`src/design/sensor_frame_crop_and_binning_unit_macros.svh`:
```
// Assertion macros for the sensor frame crop and binning unit.
`ifndef SENSOR_FRAME_CROP_AND_BINNING_UNIT_MACROS_SVH
`define SENSOR_FRAME_CROP_AND_BINNING_UNIT_MACROS_SVH

// Same-cycle implication, sampled on clk, off during reset.
`define SFCB_ASSERT_IMP(name, ante, cons, msg) \
  name: assert property (@(posedge clk) disable iff (!rst_n) (ante) |-> (cons)) \
    else $error(msg);

// Next-cycle implication, sampled on clk, off during reset.
`define SFCB_ASSERT_NXT(name, ante, cons, msg) \
  name: assert property (@(posedge clk) disable iff (!rst_n) (ante) |=> (cons)) \
    else $error(msg);

`endif

```
`src/design/sfcb_pkg.sv`:
```
// Shared constants, types and the divide helper function of the crop and binning unit.
package sfcb_pkg;

  localparam int RAW_ROW_BYTES      = 1558;
  localparam int MAX_WIDTH          = 1280;
  localparam int MAX_HEIGHT         = 1024;
  localparam int LEFT_MARGIN        = 20;
  localparam int SENSOR_CENTER_ROWS = 1024;
  localparam int PIXEL_MAX          = 255;
  localparam int ROW_LIMIT          = 2047;
  localparam int COLSUM_DEPTH       = MAX_WIDTH / 2;

  localparam int PIX_W     = 8;
  localparam int POS_W     = 11;
  localparam int SUM_W     = 12;
  localparam int BIN_W     = 3;
  localparam int CFG_W     = 11;
  localparam int CFG_IDX_W = 2;
  localparam int WR_W      = $clog2(MAX_HEIGHT);
  localparam int COL_AW    = $clog2(COLSUM_DEPTH);

  localparam int Q_DEPTH = 4;
  localparam int Q_AW    = $clog2(Q_DEPTH);
  localparam int Q_CW    = $clog2(Q_DEPTH + 1);

  localparam int DIV3_RECIP = 2731;
  localparam int DIV3_SHIFT = 13;
  localparam int PROD_W     = POS_W + DIV3_SHIFT;

  typedef enum logic [CFG_IDX_W-1:0] {
    CFG_BIN_FACTOR = 2'd0,
    CFG_OUT_WIDTH  = 2'd1,
    CFG_OUT_HEIGHT = 2'd2
  } cfg_idx_t;

  typedef struct packed {
    logic [1:0]       bin_m1;
    logic [POS_W-1:0] pw;
    logic [POS_W-1:0] ph;
    logic [POS_W-1:0] start;
  } cfg_t;

  typedef struct packed {
    logic [PIX_W-1:0] pix;
    logic             fs;
    logic             win;
    logic             last;
    logic [POS_W-1:0] wc;
    logic [WR_W-1:0]  wr;
  } item_t;

  typedef struct packed {
    logic            valid;
    logic            full;
    logic [Q_CW-1:0] count;
  } q_stat_t;

  typedef struct packed {
    logic [POS_W-1:0] quot;
    logic [1:0]       rem;
  } divr_t;

  // Divide by the bin factor (1 to 4); divide by three via reciprocal multiply.
  function automatic divr_t div_by_bin(input logic [POS_W-1:0] value,
                                       input logic [1:0] bin_m1);
    logic [PROD_W-1:0] prod;
    logic [POS_W-1:0]  q3;
    logic [POS_W+1:0]  back3;
    logic [POS_W-1:0]  rem3;
    divr_t             r;
    prod  = PROD_W'(value) * PROD_W'(DIV3_RECIP);
    q3    = POS_W'(prod >> DIV3_SHIFT);
    back3 = (POS_W+2)'(q3) * (POS_W+2)'(3);
    rem3  = value - POS_W'(back3);
    case (bin_m1)
      2'd0: begin
        r.quot = value;
        r.rem  = 2'd0;
      end
      2'd1: begin
        r.quot = value >> 1;
        r.rem  = {1'b0, value[0]};
      end
      2'd2: begin
        r.quot = q3;
        r.rem  = rem3[1:0];
      end
      default: begin
        r.quot = value >> 2;
        r.rem  = value[1:0];
      end
    endcase
    return r;
  endfunction

endpackage

```
`src/design/sfcb_cfg.sv`:
```
// Configuration registers and derived window geometry.
module sfcb_cfg (
  input  logic                                clk,
  input  logic                                rst_n,
  input  logic                                cfg_wr_en,
  input  logic [sfcb_pkg::CFG_IDX_W-1:0]      cfg_index,
  input  logic [sfcb_pkg::CFG_W-1:0]          cfg_wdata,
  output sfcb_pkg::cfg_t                      cfg
);
  import sfcb_pkg::*;

  localparam logic [POS_W-1:0] MAXW1 = POS_W'(MAX_WIDTH / 1);
  localparam logic [POS_W-1:0] MAXW2 = POS_W'(MAX_WIDTH / 2);
  localparam logic [POS_W-1:0] MAXW3 = POS_W'(MAX_WIDTH / 3);
  localparam logic [POS_W-1:0] MAXW4 = POS_W'(MAX_WIDTH / 4);
  localparam logic [POS_W-1:0] MAXH1 = POS_W'(MAX_HEIGHT / 1);
  localparam logic [POS_W-1:0] MAXH2 = POS_W'(MAX_HEIGHT / 2);
  localparam logic [POS_W-1:0] MAXH3 = POS_W'(MAX_HEIGHT / 3);
  localparam logic [POS_W-1:0] MAXH4 = POS_W'(MAX_HEIGHT / 4);
  localparam int MUL_W = POS_W + BIN_W;

  logic [BIN_W-1:0] bin_r;
  logic [CFG_W-1:0] width_r;
  logic [CFG_W-1:0] height_r;

  logic [1:0]       bin_m1;
  logic [BIN_W-1:0] bin;
  logic [POS_W-1:0] maxw;
  logic [POS_W-1:0] maxh;
  logic [POS_W-1:0] w;
  logic [POS_W-1:0] h;
  logic [MUL_W-1:0] pw_full;
  logic [MUL_W-1:0] ph_full;
  logic [POS_W-1:0] ph;
  logic [POS_W-1:0] gap;

  always_ff @(posedge clk) begin
    if (!rst_n) begin
      bin_r    <= BIN_W'(1);
      width_r  <= CFG_W'(MAX_WIDTH);
      height_r <= CFG_W'(MAX_HEIGHT);
    end else if (cfg_wr_en) begin
      case (cfg_idx_t'(cfg_index))
        CFG_BIN_FACTOR: bin_r    <= cfg_wdata[BIN_W-1:0];
        CFG_OUT_WIDTH:  width_r  <= cfg_wdata;
        CFG_OUT_HEIGHT: height_r <= cfg_wdata;
        default: ;
      endcase
    end
  end

  always_comb begin
    if (bin_r == '0) begin
      bin_m1 = 2'd0;
    end else if (bin_r > BIN_W'(4)) begin
      bin_m1 = 2'd3;
    end else begin
      bin_m1 = 2'(bin_r - BIN_W'(1));
    end
    bin = BIN_W'(bin_m1) + BIN_W'(1);
    case (bin_m1)
      2'd0: begin
        maxw = MAXW1;
        maxh = MAXH1;
      end
      2'd1: begin
        maxw = MAXW2;
        maxh = MAXH2;
      end
      2'd2: begin
        maxw = MAXW3;
        maxh = MAXH3;
      end
      default: begin
        maxw = MAXW4;
        maxh = MAXH4;
      end
    endcase
    w       = (width_r == '0 || width_r > maxw) ? maxw : width_r;
    h       = (height_r == '0 || height_r > maxh) ? maxh : height_r;
    pw_full = MUL_W'(w) * MUL_W'(bin);
    ph_full = MUL_W'(h) * MUL_W'(bin);
    ph      = ph_full[POS_W-1:0];
    gap     = (ph <= POS_W'(SENSOR_CENTER_ROWS))
              ? ((POS_W'(SENSOR_CENTER_ROWS) - ph) >> 1) : '0;
    cfg.bin_m1 = bin_m1;
    cfg.pw     = pw_full[POS_W-1:0];
    cfg.ph     = ph;
    cfg.start  = POS_W'(LEFT_MARGIN) + gap;
  end

endmodule

```
`config.mk`:
```
export PLATFORM = sky130hd
export DESIGN_NAME = sfcb_cfg
export DESIGN_NICKNAME = d
export VERILOG_FILES = /design/src/design/sensor_frame_crop_and_binning_unit_macros.svh /design/src/design/sfcb_pkg.sv /design/src/design/sfcb_cfg.sv
export SDC_FILE = /design/constraint.sdc
export NUM_CORES = 1
export LEC_CHECK = 0
export BUFFER_PORTS_ARGS = -buffer_cell sky130_fd_sc_hd__clkbuf_2
export CAP_MARGIN = 20
export CORE_UTILIZATION = 60
export CTS_CLUSTER_DIAMETER = 40
export DETAILED_ROUTE_END_ITERATION = 6
export PLACE_DENSITY = 0.86
export SKIP_CTS_REPAIR_TIMING = 1
export SYNTH_ARGS = -nofsm -noshare
export SYNTH_HDL_FRONTEND = slang
export SYNTH_SLANG_ARGS = --single-unit
```
`constraint.sdc`:
```
create_clock -name clk -period 11.63 [get_ports clk]
set_input_delay 1.163 -clock clk [delete_from_list [all_inputs] [get_ports clk]]
set_output_delay 1.163 -clock clk [all_outputs]
set_load 0.005 [all_outputs]
```
==> results of run 1 <==
## final cells by class
cell class	count	share of cell area [%]
Tap cell	77	2.29
Multi-Input combinational cell	420	73.9
Timing Repair Buffer	50	6.01
Inverter	53	4.85
Sequential cell	25	11.9
Clock buffer	4	1.07
## flip-flops by register name (all words and copies together) (netlist names)
| name | flops |
|---|---|
| height_r | 11 |
| width_r | 11 |
| bin_r | 3 |
## per-stage QoR
| step | instance area, sq um | hold WS, ns | total power [W] |
|---|---|---|---|
| after floorplan | 3910 | 0.457 | 0.000365 |
| after global placement | 4160 | 0.477 | 0.000456 |
| after detailed placement | 4160 | 0.503 | 0.000462 |
| after CTS | 4210 | 0.514 | 0.000512 |
| after global routing | 4210 | 0.528 | 0.000571 |
| final | 4210 | 0.524 | 0.000512 |
## cells by family after synthesis
kind of cell	Yosys count	synth area share, %
AND/OR/NAND/NOR	214	28.6
AO/OA/AOI/OAI	107	18.7
buffers and inverters	73	7.65
adder cells (fa/ha/maj)	58	22.0
flip-flops	25	12.8
XOR/XNOR	23	5.73
multiplexers	17	4.42
other	1	0.0959
## report_power, final
| part | total, W | switching (W) | leakage [nW] | internal, W |
|---|---|---|---|---|
| clock | 0.0000494 | 0.0000249 | 0.0228 | 0.0000245 |
| sequential | 0.0000934 | 0.00000474 | 0.203 | 0.0000886 |
| combinational | 0.000369 | 0.000216 | 1.86 | 0.000153 |
| total | 0.000512 | 0.000246 | 2.08 | 0.000266 |
## synthesized netlist by cell type (all sizes together) (6+ instances only)
| library cell | n |
|---|---|
| a211oi | 6 |
| a21boi | 10 |
| a21o | 8 |
| a21oi | 30 |
| clkbuf | 15 |
| dfxtp | 25 |
| fa | 18 |
| ha | 40 |
| inv | 51 |
| mux2i | 15 |
| nand2 | 62 |
| nand2b | 11 |
| nand3 | 20 |
| nand3b | 7 |
| nor2 | 39 |
| nor2b | 18 |
| nor3 | 14 |
| nor4 | 14 |
| o21a | 7 |
| o21ai | 16 |
| or2 | 8 |
| xnor2 | 17 |
## worst reg2reg max path: stages (launching register included)
cell	delay (ns)
dfxtp_1	0.54
mux2i_1	0.15
nor2b_1	0.13
## cells in the final DEF (no fill, tap or decap), types with 14 or more instances in the layout
cell	Yosys	final
nand3_1	20	20
mux2i_1	15	15
nor3_1	14	14
nor2b_1	18	18
nand2_1	62	62
dfxtp_1	25	25
xnor2_1	16	16
ha_1	40	40
a21oi_1	30	30
inv_1	50	50
fa_1	18	18
nor2_1	37	37
clkbuf_2	0	49
## how the worst min path moves through the flow
| stage | end | slack (ns) |
|---|---|---|
| after floorplan | width_r[1]$_SDFFE_PN0P_ | 0.46 |
| after global placement | width_r[1]$_SDFFE_PN0P_ | 0.48 |
| after detailed placement | width_r[1]$_SDFFE_PN0P_ | 0.50 |
| after CTS | width_r[1]$_SDFFE_PN0P_ | 0.51 |
| after global routing | width_r[1]$_SDFFE_PN0P_ | 0.53 |
| final | width_r[1]$_SDFFE_PN0P_ | 0.52 |
## layer usage
metal  routed length, um  vias to the layer above  track usage [%]
li1                    -                     1875                -
met1                4200                     1755             37.3
met2                4680                      128             51.1
met3                 522                       22             3.63
met4                 201                        0             9.31
met5                   0                        -                0
==> results.sh, run 1 <==
export IMPL_hold_viol=0
export IMPL_gr_total_overflow=0
export IMPL_initial_core_util_pct=61.9
export IMPL_critPathLaunch="bin_r[0]$_SDFFE_PN1P_"
export IMPL_diodes=0
export IMPL_post_route_period_util_pct=91.3
export IMPL_routed_wl_um=9600
export IMPL_synth_edf_count=0
export IMPL_leakage_nw=2.08
export IMPL_antenna_found_initial=0
export IMPL_setup_violations=0
export IMPL_dp_slack_ns=1.43
export IMPL_cp_arrival_ns=9.46
export IMPL_setup_ws_ns=1.01
export IMPL_cap_viol_max_count=0
export IMPL_vias=3780
export IMPL_fin_skew_ns=0
export IMPL_final_seq_area_sq_um=500
export IMPL_critPathKind="flop to output pin"
export IMPL_worstSkewPairLatency_ns=0.26
export IMPL_cts_buffer_depth=2
export IMPL_synth_async_sr_flop_share_pct=0
export IMPL_final_nets=627
export IMPL_syn_nets=592
export IMPL_yosys_area_top_type="dfxtp_1"
export IMPL_r2r_start="height_r[7]$_SDFFE_PN0P_"
export IMPL_synthCells=518
export IMPL_post_route_util_pct=66.6
export IMPL_clkSinkCount=25
export IMPL_synth_top_cell_area_share_pct=12.8
export IMPL_cts_root_buf="clkbuf_8"
export IMPL_start_kind="flop"
export IMPL_hp_class="flop to flop"
export IMPL_end_kind="output pin"
export IMPL_grt_pass1_wl_um=15500
export IMPL_ff2ff_path_depth=2
export IMPL_crit_path_end="cfg[6]"
export IMPL_syn_avg_cell_area_sq_um=7.55
export IMPL_power_density_mw_per_mm2=122
export IMPL_die_w_um=82.7
export IMPL_synth_seq_area_share_pct=12.8
export IMPL_run_status="finished, final reports clean"
export IMPL_via_per_inst=6.01
export IMPL_die_h_um=82.7
export IMPL_critPathBufInv=7
export IMPL_max_clock_freq_ghz=0.0942
export IMPL_num_fill_cells=564
export IMPL_ys_warn_count=0
export IMPL_grt_start_max_net_pins=27
export IMPL_tightest_slew_ns=0.972
export IMPL_layout_cells_non_filler=629
export IMPL_tns_ns=0
export IMPL_area_growth_pct=7.65
export IMPL_coreArea_sq_mm=0.00631
export IMPL_numPortBuffers=49
export IMPL_detail_route_antenna_nets=0
export IMPL_synth_seq_cells=25
export IMPL_ys_flop_type="dfxtp_1"
export IMPL_wl_per_cell_um=15.3
export IMPL_drive_above_1_share_pct=14.1
export IMPL_cts_tree="yes"
export IMPL_critPathTopFamily="compound AO/OA/AOI/OAI gates"
export IMPL_cts_clk_slew_worst_paths_ns=0.08
export IMPL_maxSlewHeadroom_pct=34.8
export IMPL_synth_cell_types=66
export IMPL_drv_slew=0
export IMPL_synthTopCellsByArea="dfxtp_1, ha_1, fa_1"
export IMPL_dp_cells=625
export IMPL_reg2reg_to="height_r[7]$_SDFFE_PN0P_"
export IMPL_cp_depth=31
export IMPL_ir_worst_vdd_v=0.000155
export IMPL_dr_pass1_iters=7
export IMPL_period_needed_ns=10.62
export IMPL_dieArea_sq_mm=0.00684
export IMPL_hold_depth=2
export IMPL_regToRegSetupSlack_ns=10.76
export IMPL_critPathSlowestCell="a21oi_1"
export IMPL_io_pins=51
export IMPL_crit_fanout=21
export IMPL_worstHoldStart="width_r[1]$_SDFFE_PN0P_"
export IMPL_place_hpwl_um=7840
export IMPL_htree_levels=1
export IMPL_multi_input_area_sq_mm=0.00311
export IMPL_crit_required_ns=10.47
export IMPL_place_gp_congestion=0.948
export IMPL_crit_path_max_incr_delay_ns=0.77
export IMPL_track_usage_pct=29.3
export IMPL_drc=0
export IMPL_cts_buffers=3
export IMPL_drt_iter0_drc=255
export IMPL_rsz0062_at_grt="false"
export IMPL_first_global_vias=3404
export IMPL_num_rows=29
export IMPL_netlist_area_sq_mm=0.00391
Power figures use the tool's default switching activity.
==> inputs of run 2 (changes only) <==
ABC_AREA = 1   (was unset)
CTS_BUF_LIST = sky130_fd_sc_hd__clkbuf_4 sky130_fd_sc_hd__clkbuf_8   (was unset)
CTS_CLUSTER_DIAMETER = 60   (was 40)
PLACE_DENSITY = 0.87   (was 0.86)
==> results.sh, run 2 <==
export IMPL_via_per_inst=5.32
export IMPL_drc=0
export IMPL_grt_start_max_net_pins=26
export IMPL_reg_top3="height_r (11), width_r (11), bin_r (3)"
export IMPL_place_gp_congestion=0.906
export IMPL_netlist_area_sq_mm=0.00367
export IMPL_initial_core_util_pct=62.0
export IMPL_switching_share_pct=52.7
export IMPL_cts_buffer_depth=2
export IMPL_synth_async_sr_flop_share_pct=0
export IMPL_reg2reg_to="width_r[6]$_SDFFE_PN0P_"
export IMPL_numPortBuffers=49
export IMPL_worstSkewPairLatency_ns=0.26
export IMPL_detail_route_antenna_nets=0
export IMPL_io_pins=51
export IMPL_dp_cells=683
export IMPL_final_common_cell="nand2_1"
export IMPL_p_sw_w=0.000350
export IMPL_synthCells=571
export IMPL_tightest_slew_ns=0.907
export IMPL_start_kind="flop"
export IMPL_area_growth_pct=8.73
export IMPL_layout_cells_non_filler=687
export IMPL_ir_worst_vdd_v=0.000176
export IMPL_grt_pass1_wl_um=14100
export IMPL_power_share_clock_pct=7.8
export IMPL_synth_edf_count=0
export IMPL_critPathLaunch="bin_r[0]$_SDFFE_PN1P_"
export IMPL_clkSinkCount=25
export IMPL_cts_root_buf="clkbuf_8"
export IMPL_drt_iter0_drc=205
export IMPL_hp_class="flop to flop"
export IMPL_synth_top_cell_area_share_pct=13.6
export IMPL_path_common_cell="nand2_1"
export IMPL_crit_fanout=18
export IMPL_critPathSlowestCell="a21oi_2"
export IMPL_coreArea_sq_mm=0.00592
export IMPL_hold_viol=0
export IMPL_r2r_start="width_r[6]$_SDFFE_PN0P_"
export IMPL_place_hpwl_um=7050
export IMPL_wl_per_cell_um=12.0
export IMPL_antenna_found_initial=0
export IMPL_crit_path_max_incr_delay_ns=0.69
export IMPL_synthTopCellsByArea="dfxtp_1, ha_1, nand2_1"
export IMPL_post_route_util_pct=67.4
export IMPL_synth_common_cells="nand2_1, inv_1, nor2_1"
export IMPL_cap_viol_max_count=0
export IMPL_ys_flop_type="dfxtp_1"
export IMPL_routed_wl_um=8270
export IMPL_die_w_um=80.2
export IMPL_dieArea_sq_mm=0.00644
export IMPL_cts_clk_slew_worst_paths_ns=0.08
export IMPL_setup_violations=0
export IMPL_synth_seq_area_share_pct=13.6
export IMPL_ys_warn_count=0
export IMPL_synth_cell_types=39
export IMPL_crit_path_end="cfg[8]"
export IMPL_cts_tree="yes"
export IMPL_leakage_nw=2.30
export IMPL_htree_levels=1
export IMPL_drive_above_1_share_pct=14.9
export IMPL_ff2ff_path_depth=2
export IMPL_die_h_um=80.2
export IMPL_gr_total_overflow=0
export IMPL_regToRegSetupSlack_ns=10.92
export IMPL_num_rows=28
export IMPL_seqPwrFrac_pct=14.2
export IMPL_final_cell_mix="nand2_1, inv_1, nor2_1"
export IMPL_power_density_mw_per_mm2=167
export IMPL_fin_skew_ns=0
export IMPL_syn_nets=645
export IMPL_yosysMostFrequentCell="nand2_1"
export IMPL_dr_pass1_iters=6
export IMPL_drv_slew=0
export IMPL_rsz0062_at_grt="false"
export IMPL_tns_ns=0
export IMPL_diodes=0
export IMPL_first_global_vias=3470
export IMPL_end_kind="output pin"
export IMPL_cell_internal_pwr_w=0.000315
export IMPL_crit_required_ns=10.47
export IMPL_critPathKind="flop to output pin"
export IMPL_synth_seq_cells=25
export IMPL_final_nets=687
export IMPL_post_route_period_util_pct=75.3
export IMPL_max_clock_freq_ghz=0.114
export IMPL_track_usage_pct=27.1
export IMPL_syn_avg_cell_area_sq_um=6.43
export IMPL_period_needed_ns=8.76
export IMPL_comb_power_share_pct=78.0
export IMPL_cp_arrival_ns=7.60
export IMPL_vias=3653
export IMPL_maxSlewHeadroom_pct=39.5
export IMPL_yosys_area_top_type="dfxtp_1"
export IMPL_run_status="finished, final reports clean"
export IMPL_cts_buffers=3
==> run 2: cell types whose count changed in the layout (fill, tap and decap cells not counted), sizes merged, moves of 10 or more <==
| cell | previous run | this run |
|---|---|---|
| nand2 | 62 | 148 |
| inv | 51 | 111 |
| o21ai | 16 | 36 |
| nor2 | 39 | 58 |
| nor2b | 18 | 0 |
| nand3 | 20 | 37 |
| mux2i | 15 | 0 |
| xnor2 | 17 | 4 |
| nand2b | 11 | 0 |
| nor4 | 14 | 4 |
==> run 2: worst min-delay path by stage <==
stage / end / slack, ns / depth (start not counted) / start
finish: bin_r[1]$_SDFFE_PN0P_ / 0.48 / 2 / bin_r[1]$_SDFFE_PN0P_
detailed placement: bin_r[1]$_SDFFE_PN0P_ / 0.47 / 2 / bin_r[1]$_SDFFE_PN0P_
global route: bin_r[1]$_SDFFE_PN0P_ / 0.50 / 2 / bin_r[1]$_SDFFE_PN0P_
floorplan: bin_r[1]$_SDFFE_PN0P_ / 0.43 / 2 / bin_r[1]$_SDFFE_PN0P_
CTS: bin_r[1]$_SDFFE_PN0P_ / 0.48 / 2 / bin_r[1]$_SDFFE_PN0P_
global placement: bin_r[1]$_SDFFE_PN0P_ / 0.46 / 2 / bin_r[1]$_SDFFE_PN0P_
==> run 2: cell type report <==
cell class | count | area, sq um
multi-input combinational | 421 | 2680
fill | 533 | 1930
sequential | 25 | 500
clock buffer | 4 | 48.8
inverter | 113 | 424
tap | 75 | 93.8
timing repair buffer | 49 | 245
==> run 2: power by group through the flow <==
stage / registers (W) / clock network, W / logic, W
final: 0.0000945 / 0.0000521 / 0.000518
after global routing: 0.0000950 / 0.0000551 / 0.000597
after CTS: 0.0000944 / 0.0000527 / 0.000521
after detailed placement: 0.0000964 / 0 / 0.000519
after global placement: 0.0000962 / 0 / 0.000497
after floorplan: 0.0000948 / 0 / 0.000391
==> run 2: worst max-delay path, delay by kind of cell, from the launching register on <==
family | cells | cell delay [ns]
simple gates | 22 | 2.71
fa+ha+maj | 6 | 2.26
flops | 1 | 0.30
buf+inv | 8 | 1.10
compound gates | 3 | 0.95
==> run 2: kinds of logic (layout without fill, tap and decap cells) <==
logic type / Yosys count / in the layout / synth area share (%)
other cells: 1 / 1 / 0.102
flops: 25 / 25 / 13.6
xor+xnor: 16 / 16 / 4.43
simple gates: 273 / 273 / 34.3
fa+ha+maj: 58 / 58 / 23.4
buf+inv: 125 / 166 / 13.4
compound gates: 73 / 73 / 10.7
==> run 2: stage by stage <==
step | area, sq um | power [W] | hold WS, ns | worst slack [ns]
floorplan | 3670 | 0.000486 | 0.433 | 4.68
global placement | 3940 | 0.000593 | 0.462 | 3.68
detailed placement | 3940 | 0.000615 | 0.471 | 3.21
CTS | 3990 | 0.000668 | 0.482 | 2.90
global route | 3990 | 0.000747 | 0.503 | 2.18
finish | 3990 | 0.000665 | 0.477 | 2.87
==> run 2: metal layers <==
layer / GRT usage (%) / share of wire, % / vias to the layer above
met5: 0 / 0 / -
met4: 10.4 / 2.5 / 0
met3: 2.50 / 4.1 / 24
met2: 50.7 / 50 / 102
met1: 31.7 / 44 / 1651
li1: - / - / 1876
==> inputs of run 3 (changes only) <==
clock period = 8.9 ns   (was 11.63 ns; I/O delays follow)
==> results.sh, run 3 (same netlist as run 2, synthesis figures left out) <==
export IMPL_run_status="finished, final reports clean"
export IMPL_comb_power_share_pct=78.0
export IMPL_post_route_period_util_pct=87.5
export IMPL_detail_route_antenna_nets=0
export IMPL_ir_worst_vdd_v=0.000231
export IMPL_cell_internal_pwr_w=0.000412
export IMPL_final_cell_mix="nand2_1, inv_1, nor2_1"
export IMPL_fin_skew_ns=0
export IMPL_setup_ws_ns=1.11
export IMPL_drive_above_1_share_pct=15.0
export IMPL_die_w_um=80.2
export IMPL_area_growth_pct=8.93
export IMPL_cts_root_buf="clkbuf_8"
export IMPL_hp_class="flop to flop"
export IMPL_maxSlewHeadroom_pct=60.2
export IMPL_cts_clk_slew_worst_paths_ns=0.08
export IMPL_setup_violations=0
export IMPL_leakage_nw=2.31
export IMPL_place_hpwl_um=6880
export IMPL_grt_pass1_wl_um=13800
export IMPL_worstSkewPairLatency_ns=0.27
export IMPL_diodes=0
export IMPL_antenna_found_initial=0
export IMPL_die_h_um=80.2
export IMPL_cts_buffer_depth=2
export IMPL_p_total_w=0.000870
export IMPL_coreArea_sq_mm=0.00592
export IMPL_routed_wl_um=8030
export IMPL_final_common_cell="nand2_1"
export IMPL_crit_path_max_incr_delay_ns=0.57
export IMPL_cp_arrival_ns=6.90
export IMPL_place_gp_congestion=0.906
export IMPL_drt_iter0_drc=220
export IMPL_crit_required_ns=8.01
export IMPL_clkSinkCount=25
export IMPL_dieArea_sq_mm=0.00644
export IMPL_rsz0062_at_grt="false"
export IMPL_io_pins=51
export IMPL_grt_start_max_net_pins=26
export IMPL_reg_top3="height_r (11), width_r (11), bin_r (3)"
export IMPL_end_kind="output pin"
export IMPL_num_rows=28
export IMPL_cap_viol_max_count=0
export IMPL_start_kind="flop"
export IMPL_period_needed_ns=7.79
export IMPL_first_global_vias=3340
export IMPL_drc=0
export IMPL_post_route_util_pct=67.5
export IMPL_holdWs_ns=0.466
export IMPL_crit_fanout=18
export IMPL_initial_core_util_pct=62.0
export IMPL_cts_tree="yes"
export IMPL_final_nets=688
export IMPL_wl_per_cell_um=11.7
export IMPL_hold_viol=0
export IMPL_tns_ns=0
export IMPL_power_density_mw_per_mm2=218
export IMPL_via_per_inst=5.22
export IMPL_vias=3594
export IMPL_numPortBuffers=49
export IMPL_cts_buffers=3
export IMPL_path_common_cell="nand2_1"
export IMPL_switching_share_pct=52.6
export IMPL_critPathKind="flop to output pin"
export IMPL_dr_pass1_iters=5
export IMPL_drv_slew=0
export IMPL_max_clock_freq_ghz=0.128
export IMPL_p_sw_w=0.000458
export IMPL_power_share_clock_pct=7.8
export IMPL_tightest_slew_ns=0.593
export IMPL_regToRegSetupSlack_ns=8.18
export IMPL_gr_total_overflow=0
export IMPL_seqPwrFrac_pct=14.2
export IMPL_htree_levels=1
export IMPL_track_usage_pct=26.6
export IMPL_critPathSlowestCell="fa_1"
export IMPL_dp_slack_ns=1.42
==> run 3: cell types whose count changed in the layout (fill, tap and decap cells not counted) <==
cell,previous run,this run
buf_4,0,1
==> run 3: per-stage QoR <==
step	cells	area, sq um
after global placement	684	3950
after global routing	688	4000
after CTS	688	4000
after detailed placement	684	3950
after floorplan	571	3670
final	688	4000
==> run 3: worst paths after layout <==
path                            start                  endpoint  depth (start not counted)
max             bin_r[0]$_SDFFE_PN1P_                    cfg[8]                         40
min reg2reg     bin_r[1]$_SDFFE_PN0P_     bin_r[1]$_SDFFE_PN0P_                          2
max reg2reg  height_r[6]$_SDFFE_PN0P_  height_r[6]$_SDFFE_PN0P_                          2
min             bin_r[1]$_SDFFE_PN0P_     bin_r[1]$_SDFFE_PN0P_                          2
==> run 3: per-layer routing <==
metal  routed length [um]  GRT usage, %  part of all wire, %  vias to the layer above
met5                    0             0                    0                        -
met4                  143          8.93                  1.8                        0
met3                  315          2.73                  3.9                       15
met2                 4070          49.5                   51                       97
met1                 3500          31.4                   44                     1618
li1                     -             -                    -                     1864
==> run 3: final cells by class <==
type	instances	area, sq um
clock buffers	4	48.8
fillers	536	1920
inverters	113	424
multi-input cells	421	2680
flip-flops and latches	25	500
well taps	75	93.8
repair buffers	50	253
==> run 3: power by group through the flow <==
stage	Sequential (W)	Clock [W]	Combinational, W
floorplan	0.000124	0	0.000511
global placement	0.000126	0	0.000650
detailed placement	0.000126	0	0.000678
CTS	0.000123	0.0000692	0.000680
global route	0.000124	0.0000728	0.000780
finish	0.000123	0.0000679	0.000679
==> run 3: worst max-delay path: cells and delay by family (launching register included) <==
family	cells	cell delay (ns)
adders and majority gates	6	2.17
AOI/OAI and AO/OA	3	0.40
DFF	1	0.30
buffers and inverters	9	1.09
and+or+nand+nor	22	2.64
