===== src/design/sensor_frame_crop_and_binning_unit_macros.svh =====
// Assertion macros for the sensor frame crop and binning unit.
`ifndef SENSOR_FRAME_CROP_AND_BINNING_UNIT_MACROS_SVH
`define SENSOR_FRAME_CROP_AND_BINNING_UNIT_MACROS_SVH

// Same-cycle implication, sampled on clk, off during reset.
`define SFCB_ASSERT_IMP(name, ante, cons, msg) \
  name: assert property (@(posedge clk) disable iff (!rst_n) (ante) |-> (cons)) \
    else $error(msg);

// Next-cycle implication, sampled on clk, off during reset.
`define SFCB_ASSERT_NXT(name, ante, cons, msg) \
  name: assert property (@(posedge clk) disable iff (!rst_n) (ante) |=> (cons)) \
    else $error(msg);

`endif


===== src/design/sfcb_pkg.sv =====
// Shared constants, types and the divide helper function of the crop and binning unit.
package sfcb_pkg;

  localparam int RAW_ROW_BYTES      = 1558;
  localparam int MAX_WIDTH          = 1280;
  localparam int MAX_HEIGHT         = 1024;
  localparam int LEFT_MARGIN        = 20;
  localparam int SENSOR_CENTER_ROWS = 1024;
  localparam int PIXEL_MAX          = 255;
  localparam int ROW_LIMIT          = 2047;
  localparam int COLSUM_DEPTH       = MAX_WIDTH / 2;

  localparam int PIX_W     = 8;
  localparam int POS_W     = 11;
  localparam int SUM_W     = 12;
  localparam int BIN_W     = 3;
  localparam int CFG_W     = 11;
  localparam int CFG_IDX_W = 2;
  localparam int WR_W      = $clog2(MAX_HEIGHT);
  localparam int COL_AW    = $clog2(COLSUM_DEPTH);

  localparam int Q_DEPTH = 4;
  localparam int Q_AW    = $clog2(Q_DEPTH);
  localparam int Q_CW    = $clog2(Q_DEPTH + 1);

  localparam int DIV3_RECIP = 2731;
  localparam int DIV3_SHIFT = 13;
  localparam int PROD_W     = POS_W + DIV3_SHIFT;

  typedef enum logic [CFG_IDX_W-1:0] {
    CFG_BIN_FACTOR = 2'd0,
    CFG_OUT_WIDTH  = 2'd1,
    CFG_OUT_HEIGHT = 2'd2
  } cfg_idx_t;

  typedef struct packed {
    logic [1:0]       bin_m1;
    logic [POS_W-1:0] pw;
    logic [POS_W-1:0] ph;
    logic [POS_W-1:0] start;
  } cfg_t;

  typedef struct packed {
    logic [PIX_W-1:0] pix;
    logic             fs;
    logic             win;
    logic             last;
    logic [POS_W-1:0] wc;
    logic [WR_W-1:0]  wr;
  } item_t;

  typedef struct packed {
    logic            valid;
    logic            full;
    logic [Q_CW-1:0] count;
  } q_stat_t;

  typedef struct packed {
    logic [POS_W-1:0] quot;
    logic [1:0]       rem;
  } divr_t;

  // Divide by the bin factor (1 to 4); divide by three via reciprocal multiply.
  function automatic divr_t div_by_bin(input logic [POS_W-1:0] value,
                                       input logic [1:0] bin_m1);
    logic [PROD_W-1:0] prod;
    logic [POS_W-1:0]  q3;
    logic [POS_W+1:0]  back3;
    logic [POS_W-1:0]  rem3;
    divr_t             r;
    prod  = PROD_W'(value) * PROD_W'(DIV3_RECIP);
    q3    = POS_W'(prod >> DIV3_SHIFT);
    back3 = (POS_W+2)'(q3) * (POS_W+2)'(3);
    rem3  = value - POS_W'(back3);
    case (bin_m1)
      2'd0: begin
        r.quot = value;
        r.rem  = 2'd0;
      end
      2'd1: begin
        r.quot = value >> 1;
        r.rem  = {1'b0, value[0]};
      end
      2'd2: begin
        r.quot = q3;
        r.rem  = rem3[1:0];
      end
      default: begin
        r.quot = value >> 2;
        r.rem  = value[1:0];
      end
    endcase
    return r;
  endfunction

endpackage


===== src/design/sfcb_queue.sv =====
// Short FIFO between the front end and the binning back end.
module sfcb_queue (
  input  logic              clk,
  input  logic              rst_n,
  input  logic              push,
  input  sfcb_pkg::item_t   push_item,
  input  logic              pop,
  output sfcb_pkg::item_t   head,
  output sfcb_pkg::q_stat_t stat
);
  import sfcb_pkg::*;

  item_t           entry_r [Q_DEPTH];
  logic [Q_AW-1:0] wr_ptr_r;
  logic [Q_AW-1:0] rd_ptr_r;
  logic [Q_CW-1:0] count_r;

  always_ff @(posedge clk) begin
    if (!rst_n) begin
      wr_ptr_r <= '0;
      rd_ptr_r <= '0;
      count_r  <= '0;
    end else begin
      if (push) begin
        wr_ptr_r <= wr_ptr_r + Q_AW'(1);
      end
      if (pop) begin
        rd_ptr_r <= rd_ptr_r + Q_AW'(1);
      end
      if (push && !pop) begin
        count_r <= count_r + Q_CW'(1);
      end else if (pop && !push) begin
        count_r <= count_r - Q_CW'(1);
      end
    end
  end

  always_ff @(posedge clk) begin
    if (push) begin
      entry_r[wr_ptr_r] <= push_item;
    end
  end

  assign head       = entry_r[rd_ptr_r];
  assign stat.valid = count_r != '0;
  assign stat.full  = count_r == Q_CW'(Q_DEPTH);
  assign stat.count = count_r;

endmodule


===== config.mk =====
export PLATFORM = sky130hd
export DESIGN_NAME = sfcb_queue
export DESIGN_NICKNAME = d
export VERILOG_FILES = /design/src/design/sensor_frame_crop_and_binning_unit_macros.svh /design/src/design/sfcb_pkg.sv /design/src/design/sfcb_queue.sv
export SDC_FILE = /design/constraint.sdc
export NUM_CORES = 1
export LEC_CHECK = 0
export ABC_CLOCK_PERIOD_IN_PS = 1900
export BUFFER_PORTS_ARGS = -buffer_cell sky130_fd_sc_hd__buf_2
export CAP_MARGIN = 5
export CORE_MARGIN = 1.5
export CORE_UTILIZATION = 35
export DETAILED_ROUTE_END_ITERATION = 8
export GPL_TIMING_DRIVEN = 0
export SYNTH_ARGS = -nofsm -noshare
export SYNTH_HDL_FRONTEND = slang
export SYNTH_SLANG_ARGS = --single-unit

===== constraint.sdc =====
create_clock -name clk -period 1.9 [get_ports clk]
set_input_delay 0.475 -clock clk [delete_from_list [all_inputs] [get_ports clk]]
set_output_delay 0.475 -clock clk [all_outputs]
set_load 0.05 [all_outputs]

==> impl_metrics.prom, run 1 <==
# TYPE chip_impl_metric gauge
chip_impl_info{name="critPathSlowestCell",value="mux4_2"} 1
chip_impl_metric{name="antenna_violations_before_repair",unit=""} 0
chip_impl_info{name="outcome",value="complete, but fails checks"} 1
chip_impl_metric{name="r2r_slack",unit="ps"} 310
chip_impl_metric{name="routed-via-count",unit=""} 2333
chip_impl_metric{name="die_area",unit="um2"} 15300
chip_impl_metric{name="wire_per_inst",unit="um"} 17.8
chip_impl_metric{name="number_of_levels_the_h_tree_was_split_into",unit=""} 4
chip_impl_info{name="clock_root_buffer_master",value="clkbuf_16"} 1
chip_impl_info{name="grt_setup_unrepaired",value="true"} 1
chip_impl_metric{name="portBuffers",unit=""} 72
chip_impl_metric{name="worst_pin_slew",unit="ps"} 518
chip_impl_metric{name="crit_required",unit="ps"} 1420
chip_impl_metric{name="number_of_detailed_routing_iterations_run_before_antenna_repair",unit=""} 6
chip_impl_info{name="final_cell_mix",value="edfxtp_1, buf_2, mux4_2, buf_6, clkbuf_16"} 1
chip_impl_metric{name="insertedDiodeCount",unit=""} 0
chip_impl_metric{name="dieHeight",unit="um"} 124
chip_impl_metric{name="clock_net_sink_count",unit=""} 137
chip_impl_metric{name="grt-ovfl-total",unit=""} 0
chip_impl_metric{name="xor_and_xnor_area_share_after_synthesis",unit="%"} 0.858
chip_impl_metric{name="final_util",unit="%"} 47.8
chip_impl_metric{name="drt_first_iter_violations",unit=""} 144
chip_impl_metric{name="met1_wire_length",unit="mm"} 3.73
chip_impl_metric{name="wl_met3",unit="um"} 470
chip_impl_info{name="top_layer_used",value="met4"} 1
chip_impl_metric{name="area_growth",unit="%"} 31.4
chip_impl_metric{name="p_per_area",unit="nW/um2"} 1220
chip_impl_metric{name="groute.usage.overall",unit="%"} 12.6
chip_impl_metric{name="grt_pass1_wl",unit="mm"} 13.4
chip_impl_metric{name="cell_count_after_synthesis",unit=""} 210
chip_impl_metric{name="yosysWarningCount",unit=""} 0
chip_impl_metric{name="clk_pin_slew",unit="ps"} 50
chip_impl_metric{name="worst_ep_arrival_time",unit="ps"} 1760
chip_impl_metric{name="syn_area",unit="um2"} 5100
chip_impl_metric{name="drc",unit=""} 0
chip_impl_metric{name="design.final.nets",unit=""} 351
chip_impl_metric{name="row_count",unit=""} 43
chip_impl_info{name="synth_top_family_by_area",value="multiplexers"} 1
chip_impl_metric{name="ys_types",unit=""} 20
chip_impl_metric{name="edff_count_synth",unit=""} 128
chip_impl_metric{name="average_via_count_per_standard_cell",unit=""} 4.65
chip_impl_metric{name="setup_tns",unit="ps"} -9820
chip_impl_metric{name="post_synthesis_area_per_instance",unit="um2"} 24.3
chip_impl_metric{name="max_cap_viol_count",unit=""} 0
chip_impl_metric{name="synth.area.mux_share",unit="%"} 14.7
chip_impl_metric{name="synth_simple_gate_area_share",unit="%"} 1.81
chip_impl_metric{name="ios",unit=""} 73
chip_impl_info{name="postSynth.topFlopCell",value="edfxtp_1"} 1
chip_impl_metric{name="timing_hold_violations_final",unit=""} 0
chip_impl_metric{name="clock_tree.buffer_depth",unit=""} 2
chip_impl_metric{name="highest_clock_frequency_the_design_can_meet",unit="MHz"} 448
chip_impl_metric{name="postSynth.asyncResetShare",unit="%"} 0
chip_impl_info{name="worst-setup-path-type",value="reg -> out"} 1
chip_impl_metric{name="drive_gt1_share",unit="%"} 47.8
chip_impl_info{name="timing.hold.worst_endpoint",value="entry_r[2][29]"} 1
chip_impl_info{name="worst_hold_check_path_type",value="in -> reg"} 1
chip_impl_metric{name="routed_wirelength",unit="mm"} 8.93
chip_impl_metric{name="initial_cell_density_of_the_core",unit="%"} 36.4
chip_impl_info{name="worstSetupEndpointType",value="output pin"} 1
chip_impl_metric{name="tritoncts.num_buffers",unit=""} 17
chip_impl_metric{name="crit_path_max_incr_delay",unit="ps"} 510
chip_impl_metric{name="via_count_of_the_first_global_routing_pass",unit=""} 2513
chip_impl_metric{name="maxSlewViolCount",unit=""} 0
chip_impl_info{name="cts_tree",value="yes"} 1
chip_impl_metric{name="worst_r2r_path_depth",unit=""} 4
chip_impl_info{name="mostFrequentLayoutCell",value="edfxtp_1"} 1
chip_impl_info{name="worstHoldStart",value="push_item[29]"} 1
chip_impl_metric{name="final_period_minus_worst_setup_slack",unit="ps"} 2230
chip_impl_metric{name="clkLatencyLatePin",unit="ps"} 410
chip_impl_metric{name="final.setup.worst_slack",unit="ps"} -331
chip_impl_metric{name="worstPathMaxFanout",unit=""} 8
chip_impl_metric{name="synth_fa_ha_area_share",unit="%"} 1.62
chip_impl_info{name="worstReg2RegStart",value="wr_ptr_r[0]"} 1
chip_impl_info{name="r2r_end",value="entry_r[2][5]"} 1
chip_impl_metric{name="route.antenna.remaining_nets",unit=""} 0
chip_impl_metric{name="post_cts_hold_fix_bufs",unit=""} 0
chip_impl_metric{name="ys_seq_area_share",unit="%"} 78.8
chip_impl_metric{name="die_x",unit="um"} 124
chip_impl_metric{name="min_path_cells",unit=""} 1
chip_impl_metric{name="clock-skew-final",unit="ps"} 3.76
chip_impl_metric{name="setup_viol",unit=""} 32
chip_impl_metric{name="core_area",unit="um2"} 14000
chip_impl_metric{name="met2_wirelength",unit="mm"} 4.55
chip_impl_metric{name="synth_compound_gate_area_share",unit="%"} 0.245
chip_impl_metric{name="max-vdd-ir-drop",unit="mV"} 0.574
chip_impl_metric{name="ys_seq_elements",unit=""} 137
chip_impl_info{name="start_kind",value="flip-flop"} 1
chip_impl_metric{name="postSynthNetCount",unit=""} 252
chip_impl_metric{name="globalplace.congestion",unit=""} 0.617
chip_impl_metric{name="static-leakage-power",unit="uW"} 0.00236
chip_impl_metric{name="pin_count_of_the_biggest_net_entering_global_routing",unit=""} 32
chip_impl_metric{name="slew-limit-headroom",unit="%"} 65.5
chip_impl_metric{name="hold_ws",unit="ps"} 273
chip_impl_metric{name="dpl.hpwl",unit="mm"} 5.33
chip_impl_info{name="violations",value="negative setup slack"} 1
chip_impl_metric{name="min_period_over_period",unit="%"} 117
chip_impl_info{name="crit_chain",value="buf_12 > clkbuf_16 > mux4_2 > buf_6"} 1
-- metrics by stage --
step           worst slack (ps)  instance area (um2)  power [uW]  cells
2_1_floorplan              26.6                 5110        4400    210
3_3_place_gp               -608                 5700        4660    462
3_5_place_dp              -89.8                 5800        4710    466
4_1_cts                    -360                 6620        8220    499
5_1_grt                    -384                 6710        8440    502
6_report                   -331                 6710        8160    502
-- synthesized netlist by cell type (3+ instances only) --
| cell type | n | area [um2] |
|---|---|---|
| mux4_2 | 30 | 676 |
| buf_2 | 3 | 15.0 |
| and2_1 | 9 | 56.3 |
| dfxtp_1 | 9 | 180 |
| edfxtp_1 | 128 | 3840 |
| ha_1 | 5 | 62.6 |
| buf_12 | 3 | 60.1 |
| inv_1 | 4 | 15.0 |
| xor2_1 | 3 | 26.3 |
-- worst max-delay path by stage --
| stage | to | cells past startpoint | start |
|---|---|---|---|
| after floorplan | stat[3] | 1 | count_r[2] |
| after global placement | entry_r[0][1] | 2 | push |
| after detailed placement | count_r[2] | 7 | push |
| after CTS | head[30] | 4 | flip-flop |
| after global routing | head[0] | 4 | flip-flop |
| final | head[25] | 4 | flip-flop |
-- power by group --
| group | switching, uW | internal (uW) |
|---|---|---|
| Combinational | 782 | 528 |
| Sequential | 50.5 | 3460 |
| Clock | 1170 | 2170 |
| Total | 2000 | 6160 |
-- state kept, by name, summed over array words and instances, names as in the netlist, named ones only --
signal    flops
count_r       3
wr_ptr_r      2
rd_ptr_r      2
entry_r     128
-- cell type report --
class / count / area (um2)
Clock inverter: 15 / 183
Tap cell: 180 / 225
Timing Repair Buffer: 80 / 749
Fill cell: 1169 / 7340
Sequential cell: 137 / 4030
Clock buffer: 17 / 425
Multi-Input combinational cell: 62 / 986
Inverter: 4 / 15.0
Buffer: 7 / 97.6
-- timing repair --
action / 4_1_cts / 5_1_grt
cloned: 0 / 3
buffers inserted: 1 / 0
gates resized for setup: 67 / 3
setup endpoints to repair: 32 / 32
-- layer usage --
| metal | vias up | GRT usage, % |
|---|---|---|
| met2 | 60 | 20.4 |
| met4 | 0 | 7.33 |
| met1 | 1188 | 14.8 |
| li1 | 1071 | - |
| met5 | - | 0 |
| met3 | 14 | 4.26 |
-- logic make-up (layout without fill, tap and decap cells) --
kind of cell	Yosys count	count (layout)
flip-flops	137	137
multiplexers	34	34
AND/OR/NAND/NOR	15	15
buffers and inverters	11	123
adder cells (fa/ha/maj)	6	6
XOR/XNOR	5	5
AO/OA/AOI/OAI	2	2
-- worst max-delay path: cells and delay by family (launching register included) --
kind	cells	cell delay, ps
DFF	1	340
buffers and inverters	3	480
muxes	1	510
Note: power is estimated with default switching activity, not from simulation.
==> run 2: changes to the inputs <==
Settings changed: ABC_AREA set to 1.
==> impl_metrics.prom, run 2 <==
# TYPE chip_impl_metric gauge
chip_impl_metric{name="number_of_flip_flops_in_the_largest_register",unit=""} 128
chip_impl_metric{name="pin_count_of_the_biggest_net_entering_global_routing",unit=""} 33
chip_impl_info{name="worst-setup-path-type",value="reg -> out"} 1
chip_impl_metric{name="final_period_minus_worst_setup_slack",unit="ps"} 2050
chip_impl_info{name="outcome",value="complete, but fails checks"} 1
chip_impl_metric{name="max-vdd-ir-drop",unit="mV"} 0.659
chip_impl_metric{name="area_growth",unit="%"} 37.0
chip_impl_metric{name="part_of_the_total_power_dissipated_in_sequential_elements",unit="%"} 44.4
chip_impl_metric{name="dieHeight",unit="um"} 125
chip_impl_metric{name="number_of_levels_the_h_tree_was_split_into",unit=""} 4
chip_impl_metric{name="final.setup.worst_slack",unit="ps"} -148
chip_impl_metric{name="ios",unit=""} 73
chip_impl_info{name="clock_root_buffer_master",value="clkbuf_16"} 1
chip_impl_metric{name="route.antenna.remaining_nets",unit=""} 0
chip_impl_metric{name="p_sw",unit="uW"} 2060
chip_impl_info{name="synth.top_cells.by_area",value="edfxtp_1, nor2_1, o21ai_0"} 1
chip_impl_metric{name="clock-skew-final",unit="ps"} 9.00
chip_impl_metric{name="cell_count_after_synthesis",unit=""} 368
chip_impl_metric{name="crit_required",unit="ps"} 1420
chip_impl_metric{name="edff_count_synth",unit=""} 128
chip_impl_metric{name="drc",unit=""} 0
chip_impl_metric{name="gr-usage-met2",unit="%"} 28.3
chip_impl_metric{name="grt-ovfl-total",unit=""} 0
chip_impl_metric{name="wire_per_inst",unit="um"} 18.2
chip_impl_metric{name="slew-limit-headroom",unit="%"} 41.8
chip_impl_metric{name="n_fill_cell",unit=""} 1272
chip_impl_metric{name="clkPwrFrac",unit="%"} 38.5
chip_impl_metric{name="antenna_violations_before_repair",unit=""} 1
chip_impl_metric{name="groute.usage.overall",unit="%"} 15.8
chip_impl_metric{name="grt_pass1_wl",unit="mm"} 18.4
chip_impl_metric{name="clk_pin_slew",unit="ps"} 60
chip_impl_info{name="yosysMostFrequentCell",value="edfxtp_1"} 1
chip_impl_metric{name="global_route.usage.met3",unit="%"} 4.88
chip_impl_info{name="cts_tree",value="yes"} 1
chip_impl_metric{name="setup_tns",unit="ps"} -3770
chip_impl_metric{name="dpl.hpwl",unit="mm"} 6.77
chip_impl_metric{name="clkLatencyLatePin",unit="ps"} 410
chip_impl_metric{name="sequential_cell_area",unit="um2"} 4030
chip_impl_metric{name="dp.cells",unit=""} 624
chip_impl_info{name="postSynth.topFlopCell",value="edfxtp_1"} 1
chip_impl_info{name="yosys-top-cells-count",value="edfxtp_1, nor2_1, o21ai_0"} 1
chip_impl_metric{name="timing_hold_violations_final",unit=""} 0
chip_impl_metric{name="post_synthesis_area_per_instance",unit="um2"} 14.2
chip_impl_metric{name="postSynth.asyncResetShare",unit="%"} 0
chip_impl_metric{name="row_count",unit=""} 44
chip_impl_metric{name="ys_seq_area_share",unit="%"} 77.0
chip_impl_info{name="start_kind",value="flip-flop"} 1
chip_impl_metric{name="stdcell_count",unit=""} 662
chip_impl_metric{name="clock_tree.buffer_depth",unit=""} 2
chip_impl_metric{name="drive_gt1_share",unit="%"} 44.0
chip_impl_metric{name="worst_ep_arrival_time",unit="ps"} 1570
chip_impl_info{name="mostFrequentLayoutCell",value="edfxtp_1"} 1
chip_impl_info{name="largest_registers",value="entry_r (128), count_r (3)"} 1
chip_impl_metric{name="p_per_area",unit="nW/um2"} 1100
chip_impl_metric{name="static-leakage-power",unit="uW"} 0.00260
chip_impl_metric{name="core_area",unit="um2"} 14500
chip_impl_metric{name="highest_clock_frequency_the_design_can_meet",unit="MHz"} 488
chip_impl_info{name="grt.busiest_layer",value="met2"} 1
chip_impl_metric{name="min_period_over_period",unit="%"} 108
chip_impl_metric{name="postSynthNetCount",unit=""} 410
chip_impl_metric{name="tritoncts.num_buffers",unit=""} 17
chip_impl_metric{name="maxSlewViolCount",unit=""} 0
chip_impl_info{name="violations",value="negative setup slack"} 1
chip_impl_metric{name="globalplace.congestion",unit=""} 0.686
chip_impl_metric{name="die_area",unit="um2"} 15700
chip_impl_metric{name="max_cap_viol_count",unit=""} 0
chip_impl_metric{name="worstPathMaxFanout",unit=""} 7
chip_impl_metric{name="routed_wirelength",unit="mm"} 12.0
chip_impl_metric{name="drt_first_iter_violations",unit=""} 125
chip_impl_metric{name="setup_viol",unit=""} 32
chip_impl_metric{name="hold_ws",unit="ps"} 276
chip_impl_metric{name="die_x",unit="um"} 125
chip_impl_info{name="final_cell_mix",value="edfxtp_1, nor2_1, buf_2"} 1
chip_impl_info{name="regMostFlops",value="entry_r"} 1
chip_impl_info{name="grt_setup_unrepaired",value="true"} 1
chip_impl_metric{name="design.final.nets",unit=""} 506
chip_impl_metric{name="multi_input_comb_area",unit="um2"} 1380
chip_impl_metric{name="pwr-share-comb",unit="%"} 17.1
chip_impl_metric{name="ys_types",unit=""} 20
chip_impl_metric{name="portBuffers",unit=""} 72
chip_impl_metric{name="post_cts_hold_fix_bufs",unit=""} 0
chip_impl_metric{name="average_via_count_per_standard_cell",unit=""} 4.99
chip_impl_metric{name="routed-via-count",unit=""} 3305
chip_impl_metric{name="via_count_of_the_first_global_routing_pass",unit=""} 3541
chip_impl_metric{name="ys_seq_elements",unit=""} 137
chip_impl_metric{name="syn_area",unit="um2"} 5220
chip_impl_metric{name="number_of_detailed_routing_iterations_run_before_antenna_repair",unit=""} 4
chip_impl_metric{name="clock_net_sink_count",unit=""} 137
chip_impl_metric{name="worst_pin_slew",unit="ps"} 872
chip_impl_info{name="worst_hold_check_path_type",value="in -> reg"} 1
chip_impl_metric{name="swShare",unit="%"} 26.2
chip_impl_metric{name="yosys.area.top_type_share",unit="%"} 73.6
chip_impl_metric{name="yosysWarningCount",unit=""} 0
chip_impl_info{name="worstSetupEndpointType",value="output pin"} 1
chip_impl_info{name="synth_largest_area_cell",value="edfxtp_1"} 1
chip_impl_metric{name="globalRouteMet1Util",unit="%"} 18.4
chip_impl_metric{name="p_int",unit="uW"} 5810
chip_impl_metric{name="initial_cell_density_of_the_core",unit="%"} 35.9
## run 2: changes by cell type in the layout (fill, tap and decap cells not counted), sizes merged, moves of 3 or more
cell and change:
o21ai +69, nand2 +9, xor2 -3, buf +10
mux4 -32, and2 -9, o22ai +32, inv +13
a21oi +4, nor2 +70
## run 2: layer usage
metal | wire length, um | share of wire [%] | up-vias
li1 | - | - | 1559
met1 | 5080 | 42 | 1669
met2 | 6370 | 53 | 71
met3 | 499 | 4.1 | 6
met4 | 74 | 0.62 | 0
met5 | 0 | 0 | -
## run 2: per-stage QoR
stage                     worst slack, ps  utilization [%]  power, uW  cell area (um2)
final                                -148             49.2       7870             7160
after global routing                 -217             49.2       8130             7150
after CTS                            -185             47.1       7830             6840
after detailed placement            -27.9             41.4       4650             6020
after global placement               -362             41.4       4620             6020
after floorplan                      13.6                -       4330             5430
## run 2: cell families (layout without fill, tap and decap cells)
logic type               count (synthesis)  count (layout)  synth area share, %
adder cells (fa/ha/maj)                  6               6                 1.58
other                                    0               1                    0
buffers and inverters                   36             145                 4.38
AND/OR/NAND/NOR                         83              83                 6.06
flip-flops                             137             137                 77.0
AO/OA/AOI/OAI                          106             106                 10.9
## run 2: critical path, stage by stage (launching register included)
cell and delay (ps):
dfxtp_2 330, buf_12 150, inv_6 100, clkbuf_16 150, nor2_1 50, o22ai_2 190, buf_6 180
## run 2: power groups by stage
stage	Combinational (uW)	Sequential (uW)	Clock, uW
global placement	1070	3550	0
CTS	1270	3490	3080
finish	1340	3500	3030
floorplan	761	3570	0
global route	1420	3510	3200
detailed placement	1100	3550	0
## run 2: path summary, 6_finish.rpt
kind                  from        endpoint  slack (ps)  depth (start not counted)
min          push_item[18]  entry_r[0][18]         280                          1
max              flip-flop        head[20]        -150                          6
min reg2reg    rd_ptr_r[1]       flip-flop         450                          1
max reg2reg    wr_ptr_r[0]   entry_r[0][4]         220                          4
## run 2: cell type report
cell class / count / share of cell area (%)
timing repair inverter: 1 / 0.122
clock buffer: 20 / 6.10
buffer: 19 / 3.53
tap: 184 / 3.22
antenna: 1 / 0.0350
multi-input combinational: 195 / 19.3
inverter: 17 / 1.07
clock inverter: 12 / 1.50
timing repair buffer: 76 / 8.90
sequential: 137 / 56.3
## run 2: what timing repair did
| item | in CTS | in global routing |
|---|---|---|
| gates cloned | 0 | 3 |
| buffers inserted | 2 | 0 |
| pin swaps | 5 | 13 |
| setup endpoints to repair | 32 | 32 |
| resized for setup | 91 | 75 |
==> run 3: changes to the inputs <==
Settings changed: CTS_BUF_LIST set to sky130_fd_sc_hd__clkbuf_8 sky130_fd_sc_hd__clkbuf_16.
==> impl_metrics.prom, run 3 (same netlist as run 2, synthesis figures left out) <==
# TYPE chip_impl_metric gauge
chip_impl_info{name="largest_registers",value="entry_r (128), count_r (3)"} 1
chip_impl_metric{name="timing_hold_violations_final",unit=""} 0
chip_impl_metric{name="worstPathMaxFanout",unit=""} 7
chip_impl_metric{name="max_cap_viol_count",unit=""} 0
chip_impl_metric{name="drt_first_iter_violations",unit=""} 126
chip_impl_metric{name="via_count_of_the_first_global_routing_pass",unit=""} 3541
chip_impl_metric{name="routed-via-count",unit=""} 3300
chip_impl_metric{name="routed_wirelength",unit="mm"} 12.0
chip_impl_metric{name="pin_count_of_the_biggest_net_entering_global_routing",unit=""} 33
chip_impl_metric{name="die_x",unit="um"} 125
chip_impl_metric{name="dieHeight",unit="um"} 125
chip_impl_info{name="critPathSlowestCell",value="dfxtp_2"} 1
chip_impl_info{name="clock_root_buffer_master",value="clkbuf_16"} 1
chip_impl_info{name="start_kind",value="flip-flop"} 1
chip_impl_metric{name="crit_path_max_incr_delay",unit="ps"} 330
chip_impl_metric{name="grt_pass1_wl",unit="mm"} 18.4
chip_impl_metric{name="area_growth",unit="%"} 37.0
chip_impl_metric{name="worst_ep_arrival_time",unit="ps"} 1570
chip_impl_metric{name="p_per_area",unit="nW/um2"} 1100
chip_impl_info{name="grt_setup_unrepaired",value="true"} 1
chip_impl_metric{name="drc",unit=""} 0
chip_impl_info{name="worstSetupEndpointType",value="output pin"} 1
chip_impl_info{name="cts_tree",value="yes"} 1
chip_impl_metric{name="antenna_violations_before_repair",unit=""} 1
chip_impl_metric{name="worstPathBufferInverterCount",unit=""} 4
chip_impl_metric{name="core_area",unit="um2"} 14500
chip_impl_metric{name="final_period_minus_worst_setup_slack",unit="ps"} 2050
chip_impl_info{name="worst_hold_check_path_type",value="in -> reg"} 1
chip_impl_metric{name="die_area",unit="um2"} 15700
chip_impl_metric{name="initial_cell_density_of_the_core",unit="%"} 35.9
chip_impl_metric{name="wire_per_inst",unit="um"} 18.2
chip_impl_info{name="violations",value="negative setup slack"} 1
chip_impl_metric{name="drive_gt1_share",unit="%"} 44.0
chip_impl_info{name="worst_path_dominant_cell_family",value="buffers and inverters"} 1
chip_impl_metric{name="max-vdd-ir-drop",unit="mV"} 0.644
chip_impl_metric{name="design.final.nets",unit=""} 506
chip_impl_info{name="outcome",value="complete, but fails checks"} 1
chip_impl_info{name="worst-setup-path-type",value="reg -> out"} 1
chip_impl_metric{name="clock_tree.buffer_depth",unit=""} 2
chip_impl_info{name="regMostFlops",value="entry_r"} 1
chip_impl_metric{name="ios",unit=""} 73
chip_impl_info{name="crit_chain",value="buf_12 > inv_6 > clkbuf_16 > nor2_1 > o22ai_2 > buf_6"} 1
chip_impl_metric{name="grt-ovfl-total",unit=""} 0
chip_impl_metric{name="setup_viol",unit=""} 32
chip_impl_metric{name="average_via_count_per_standard_cell",unit=""} 4.98
chip_impl_metric{name="static-leakage-power",unit="uW"} 0.00262
chip_impl_metric{name="maxSlewViolCount",unit=""} 0
chip_impl_metric{name="clkLatencyLatePin",unit="ps"} 410
chip_impl_metric{name="worst_pin_slew",unit="ps"} 873
chip_impl_metric{name="portBuffers",unit=""} 72
chip_impl_metric{name="number_of_flip_flops_in_the_largest_register",unit=""} 128
chip_impl_metric{name="setup_tns",unit="ps"} -3770
chip_impl_metric{name="tritoncts.num_buffers",unit=""} 17
chip_impl_metric{name="highest_clock_frequency_the_design_can_meet",unit="MHz"} 488
chip_impl_info{name="mostFrequentLayoutCell",value="edfxtp_1"} 1
chip_impl_metric{name="dp.cells",unit=""} 624
chip_impl_metric{name="clock_net_sink_count",unit=""} 137
chip_impl_metric{name="min_period_over_period",unit="%"} 108
chip_impl_metric{name="final.setup.worst_slack",unit="ps"} -148
chip_impl_metric{name="post_cts_hold_fix_bufs",unit=""} 0
chip_impl_info{name="final_cell_mix",value="edfxtp_1, nor2_1, buf_2"} 1
chip_impl_metric{name="row_count",unit=""} 44
chip_impl_metric{name="dpl.hpwl",unit="mm"} 6.77
chip_impl_metric{name="route.antenna.remaining_nets",unit=""} 0
chip_impl_metric{name="crit_required",unit="ps"} 1420
chip_impl_metric{name="number_of_detailed_routing_iterations_run_before_antenna_repair",unit=""} 4
chip_impl_metric{name="number_of_levels_the_h_tree_was_split_into",unit=""} 4
chip_impl_metric{name="clk_pin_slew",unit="ps"} 60
chip_impl_metric{name="globalplace.congestion",unit=""} 0.686
chip_impl_metric{name="slew-limit-headroom",unit="%"} 41.7
chip_impl_metric{name="groute.usage.overall",unit="%"} 15.8
chip_impl_metric{name="stdcell_count",unit=""} 662
chip_impl_metric{name="clock-skew-final",unit="ps"} 9.00
run 3: power breakdown:
part	switching [uW]	total (uW)	internal, uW
clock	1140	3010	1880
combinational	874	1340	468
sequential	51.1	3500	3450
total	2060	7850	5790
run 3: area by class of cell:
| cell class | count | area (um2) |
|---|---|---|
| diodes | 1 | 2.50 |
| plain buffers | 19 | 253 |
| clock buffers | 17 | 425 |
| clock inverters | 15 | 119 |
| fillers | 1272 | 7380 |
| inverters | 17 | 76.3 |
| multi-input cells | 195 | 1380 |
| flip-flops and latches | 137 | 4030 |
| well taps | 184 | 230 |
| repair buffers | 76 | 637 |
| repair inverters | 1 | 8.76 |
run 3: what timing repair did:
action | in CTS | in global routing
pin swaps | 5 | 13
gates cloned | 0 | 3
gates resized for setup | 91 | 75
endpoints found under the setup margin | 32 | 32
buffers inserted | 2 | 0
run 3: final timing paths:
path                            cells after the start           from  slack (ps)              to
worst max-delay path                                6      flip-flop        -150        head[20]
worst min-delay path                                1  push_item[18]         280  entry_r[0][18]
worst max register to register                      4    wr_ptr_r[0]         220   entry_r[0][4]
worst min register to register                      1    rd_ptr_r[1]         450       flip-flop
run 3: per-layer routing:
metal,share of wire [%],vias up,global-route usage [%]
li1,-,1559,-
met1,42,1664,18.4
met2,53,71,28.3
met3,4.1,6,4.88
met4,0.62,0,4.41
met5,0,-,0
run 3: per-stage QoR:
| stage | power [uW] | setup WS, ps | utilization, % | hold WS (ps) | instance area, um2 |
|---|---|---|---|---|---|
| floorplan | 4330 | 13.6 | - | 412 | 5430 |
| global placement | 4620 | -362 | 41.4 | 434 | 6020 |
| detailed placement | 4650 | -27.9 | 41.4 | 448 | 6020 |
| CTS | 7820 | -185 | 47.1 | 263 | 6840 |
| global route | 8120 | -217 | 49.2 | 265 | 7150 |
| finish | 7850 | -148 | 49.2 | 276 | 7160 |
run 3: worst register-to-register path: cells and delay by family (launching register included):
kind / cells / cell delay (ps)
buffers and inverters: 2 / 740
AND/OR/NAND/NOR: 1 / 60
adder cells (fa/ha/maj): 1 / 160
flip-flops: 1 / 320
